===== src/design/sacr_ram.sv =====
// sacr_ram: generic single-port RAM with registered read
// no dependencies
`timescale 1ns / 1ps
module sacr_ram #(
  parameter int WIDTH = 8,
  parameter int DEPTH = 256
) (
  input  logic clk,
  input  logic we,
  input  logic [$clog2(DEPTH)-1:0] addr,
  input  logic [WIDTH-1:0] wdata,
  output logic [WIDTH-1:0] rdata
);
  logic [WIDTH-1:0] mem [DEPTH];
  always_ff @(posedge clk) begin
    if (we) mem[addr] <= wdata;
    rdata <= mem[addr];
  end
endmodule


===== config.mk =====
export PLATFORM = sky130hd
export DESIGN_NAME = sacr_ram
export DESIGN_NICKNAME = d
export VERILOG_FILES = /design/src/design/sacr_ram.sv
export SDC_FILE = /design/constraint.sdc
export NUM_CORES = 2
export LEC_CHECK = 0
export BUFFER_PORTS_ARGS = -buffer_cell sky130_fd_sc_hd__buf_2
export CORE_AREA = 2 2 606 488
export CTS_BUF_LIST = sky130_fd_sc_hd__clkbuf_2 sky130_fd_sc_hd__clkbuf_4 sky130_fd_sc_hd__clkbuf_8
export DETAILED_ROUTE_END_ITERATION = 10
export DIE_AREA = 0 0 608 490
export HOLD_SLACK_MARGIN = 0.12
export PLACE_DENSITY = 0.42
export SYNTH_ARGS = -nofsm -noshare
export SYNTH_HDL_FRONTEND = slang
export SYNTH_SLANG_ARGS = --single-unit

===== constraint.sdc =====
create_clock -name clk -period 3.6 [get_ports clk]
set_input_delay 0.36 -clock clk [delete_from_list [all_inputs] [get_ports clk]]
set_output_delay 0.36 -clock clk [all_outputs]
set_load 0.02 [all_outputs]

# After elaboration in Yosys (flattened, before gate mapping)
# Memory sizes are Yosys's and may differ from the RTL's. A register that Yosys moved wholly into a read port is not among the register bits.
# Index checks and enable logic that the tools add are counted.
dict set report op_classes {
  n_bitwise 0
  muxes 2
  mul 0
  n_reduce_logical 0
  n_lt_le_gt_ge 0
  eq_ne 0
  div_mod_pow 0
  add_sub_neg 0
  shifts 0
}
# operator count
set ops {}
lappend ops {{1-bit 2-to-1 mux} 2}
dict set report totals {
  output_inout_bits 8
  ramBits 2048
  register_bits 0
  rom_bits 0
  n_memories 1
  wordCells 3
  latch_bits 0
}
# memory words width rd rd_clocked_by_memory_dff write_ports line_no
set memory_table {}
lappend memory_table {mem 256 8 1 1 1 14} ;# logic [WIDTH-1:0] mem [DEPTH];

# Depth between registers and ports, before layout
dict set report logic_depth {
  word_depth 2
  mapped_depth 10
  depth_no_buf 5
}

# Worst setup path after synthesis
# Ideal clock, no wire load.
dict set report synth_timing {
  path_type {in2reg}
  start {in addr[1]}
  end {mem mem[111][0] (enable)}
  n_path_buf 5
  setup_time_ns 0.370
  required_time_ns 3.230
  arrival_time_ns 2.209
  slack_ns 1.021
  stages 9
  path_cell_list {buf_2 clkbuf_1 clkbuf_1 nand2_1 buf_2 nor2_1 nand2_1 clkbuf_1 nor2_1}
}
# item line_no
set synth_rtl {}
lappend synth_rtl {{start: declaration} 10} ;# input logic [$clog2(DEPTH)-1:0] addr,
lappend synth_rtl {{end: declaration} 14}
# Straight into the memory's write port.

==> impl_metrics.json <==
{
  "synthDistinctLibCells": 22,
  "ys_ff_latch": 2056,
  "p_leak_nw": 28.72,
  "synth-warning-count": 0,
  "crit_path_cell_trace": "mux4_2 > a22oi_1 > a21oi_1 > o41ai_1 > nand4_1",
  "path_delay_family": "compound AO/OA/AOI/OAI gates",
  "busiest_layer": "met1",
  "r2r_cells": 5,
  "layout_common_cells": "edfxtp_1 (2048), mux4_2 (512), buf_4 (393), clkbuf_8 (343), a22oi_1 (256)",
  "track_usage": 0.1516,
  "max_freq_ghz": 0.3360,
  "root_buffer": "clkbuf_8",
  "place_ws_ns": -0.2964,
  "cts.sinks": 2056,
  "syn_avg_cell_area_um2": 22.13,
  "layout_commonest_cell": "edfxtp_1",
  "max_slew_margin": 0.1293,
  "synth_flop_cell": "edfxtp_1",
  "io_pins": 26,
  "end_kind": "register",
  "grt_use_met1": 0.2297,
  "min_delay_path_depth": 4,
  "critPathBufInv": 0,
  "port_buffers": 25,
  "fp.coreArea_um2": 292200,
  "final.setup.tns_ns": 0,
  "postSynthNetCount": 3565,
  "synthCells": 3547,
  "final-hold-violation-count": 0,
  "async_flop_share": 0,
  "worstReg2RegStart": "mem[72][5]",
  "period_share": 0.8268,
  "die_y_um": 490,
  "vias": 39500,
  "syn_area_um2": 78490,
  "tightest_slew_ns": 1.289,
  "instances_no_fill": 8254,
  "critical_path_class": "reg2reg",
  "max_stage_delay_ns": 1.15,
  "fin_ws_ns": 0.6234,
  "fin_skew_ns": 0.06846,
  "fillCellCount": 28066,
  "clk_path_buf_depth": 4,
  "dr.pass1.iters": 7,
  "dieWidth_um": 608,
  "drive_above_1_share": 0.3420,
  "final_cell_area_um2": 93150,
  "critPathArrivalTime_ns": 3.77,
  "register_area_um2": 61660,
  "drv_cap": 0,
  "grt-ovfl-total": 0,
  "worst_setup_path_start_kind": "register",
  "drv_slew": 0,
  "yosysTopAreaCell": "edfxtp_1",
  "hold_class": "in2reg",
  "hp-start": "we",
  "start_util": 0.2686,
  "wl_um": 229900,
  "post_cts_resized": 0,
  "cts_tree": "built",
  "dr.first_iter.drc_count": 4516,
  "grt_pass1_wl_um": 324400,
  "synthTopCellsByArea": "edfxtp_1 (78%), mux4_2 (15%), a22oi_1 (2.4%)",
  "grt_use_met2": 0.2271,
  "rr_endpoint": "rdata[5]",
  "via_per_inst": 4.786,
  "ir_drop_v": 0.0002523,
  "routabilityCongestion": 0.7510,
  "cts_setup_buffers": 0,
  "dpl_cell_area_um2": 86690,
  "wire_per_inst_um": 27.85,
  "grtUsageMet3": 0.02615,
  "cp_max_fo": 1,
  "grt_pass1_vias": 40676,
  "cts.clk_slew.worst_paths_ns": 0.07,
  "grt_setup_unrepaired": "false",
  "place_hpwl_um": 141000,
  "ant_nets": 0,
  "p_per_area_nw_per_um2": 526.4,
  "cp.required_ns": 4.39,
  "die_area_um2": 297900,
  "r2r_slack_ns": 0.62,
  "synth_top_area_share": 0.7835,
  "area_delta_synth_final_pct": 18.68,
  "drc": 0,
  "hold_end": "mem[142][2]",
  "clkLatencyLatePin_ns": 0.95,
  "min_period_ns": 2.977,
  "multi_input_area_um2": 15830,
  "fin_nets": 4155,
  "setup_violations": 0,
  "row_count": 178,
  "grt_max_degree": 122,
  "synth-edff-count": 2048,
  "status": "completed",
  "numCtsBuffers": 332,
  "antenna_found_initial": 21,
  "cts-htree-levels": 5,
  "cp_slowest_cell": "o41ai_1",
  "placed_cells": 7662,
  "seq_area_frac_synth": 0.7855
}
[per-layer routing]
metal  up-vias  share of wire
met2      1297           0.45
li1      16309              -
met3       327          0.060
met5         -              0
met4         0          0.018
met1     21567           0.47
[cells in the mapped netlist, types with 3 or more instances]
master / instances
mux4_2: 512
and2_1: 3
nor2b_1: 7
buf_2: 36
nor2_1: 232
nand2_1: 28
nand4_1: 8
nand3_1: 13
a21oi_1: 128
buf_6: 16
nor3_1: 30
nand2b_1: 6
buf_1: 19
buf_4: 16
dfxtp_1: 8
a22oi_1: 256
clkbuf_1: 145
o41ai_1: 32
edfxtp_1: 2048
[worst max path at each step]
stage	from	end	slack [ns]	cells after the start
floorplan	addr[1]	mem[111][0]	1.02	9
detailed placement	addr[0]	rdata[5]	-0.30	8
global placement	addr[0]	rdata[7]	-1.0	8
CTS	mem[72][5]	rdata[5]	0.61	5
global route	mem[51][1]	rdata[1]	0.50	6
finish	mem[72][5]	rdata[5]	0.62	5
[repair_timing]
action | in CTS | in global routing
setup endpoints to repair | 0 | 0
hold buffers | 11 | 0
endpoints found under the hold margin | 714 | 0
[state kept, by name, indices dropped and copies added, names as in the netlist]
register	cells
mem	2048
rdata	8
[power breakdown]
group | leakage (nW) | internal [W] | switching [W]
clock | 3.34 | 0.0106 | 0.00946
combinational | 6.91 | 0.000905 | 0.00162
sequential | 18.5 | 0.0264 | 0.0000482
[metrics by stage]
| stage | util | total power [W] | hold slack (ns) |
|---|---|---|---|
| 2_1_floorplan | - | 0.02810 | 0.4589 |
| 3_3_place_gp | 0.2966 | 0.02952 | 0.7963 |
| 3_5_place_dp | 0.2967 | 0.02953 | 0.8014 |
| 4_1_cts | 0.3188 | 0.04973 | 0.1660 |
| 5_1_grt | 0.3188 | 0.05083 | 0.2287 |
| 6_report | 0.3188 | 0.04903 | 0.2540 |
[kinds of logic (layout without fill, tap and decap cells)]
logic type / count (synthesis) / count (layout) / share of synthesized area
compound gates: 416 / 416 / 0.03622
buf+inv: 233 / 1066 / 0.01401
flops: 2056 / 2056 / 0.7855
mux: 512 / 512 / 0.1469
other cells: 0 / 4 / 0
simple gates: 330 / 330 / 0.01733
[layout make-up]
| class | count | share of cell area |
|---|---|---|
| antenna | 4 | 0.0001075 |
| clock buffer | 432 | 0.05785 |
| clock inverter | 145 | 0.01022 |
| multi-input combinational | 1258 | 0.1699 |
| tap | 3870 | 0.05198 |
| timing repair buffer | 488 | 0.04795 |
| inverter | 1 | 0.00004030 |
| sequential | 2056 | 0.6619 |
[tightest hold or removal path: stages]
cell	delay, ns
buf_2	0.24
nand3_2	0.19
nor2_1	0.05
buf_4	0.18
Power figures use the tool's default switching activity.
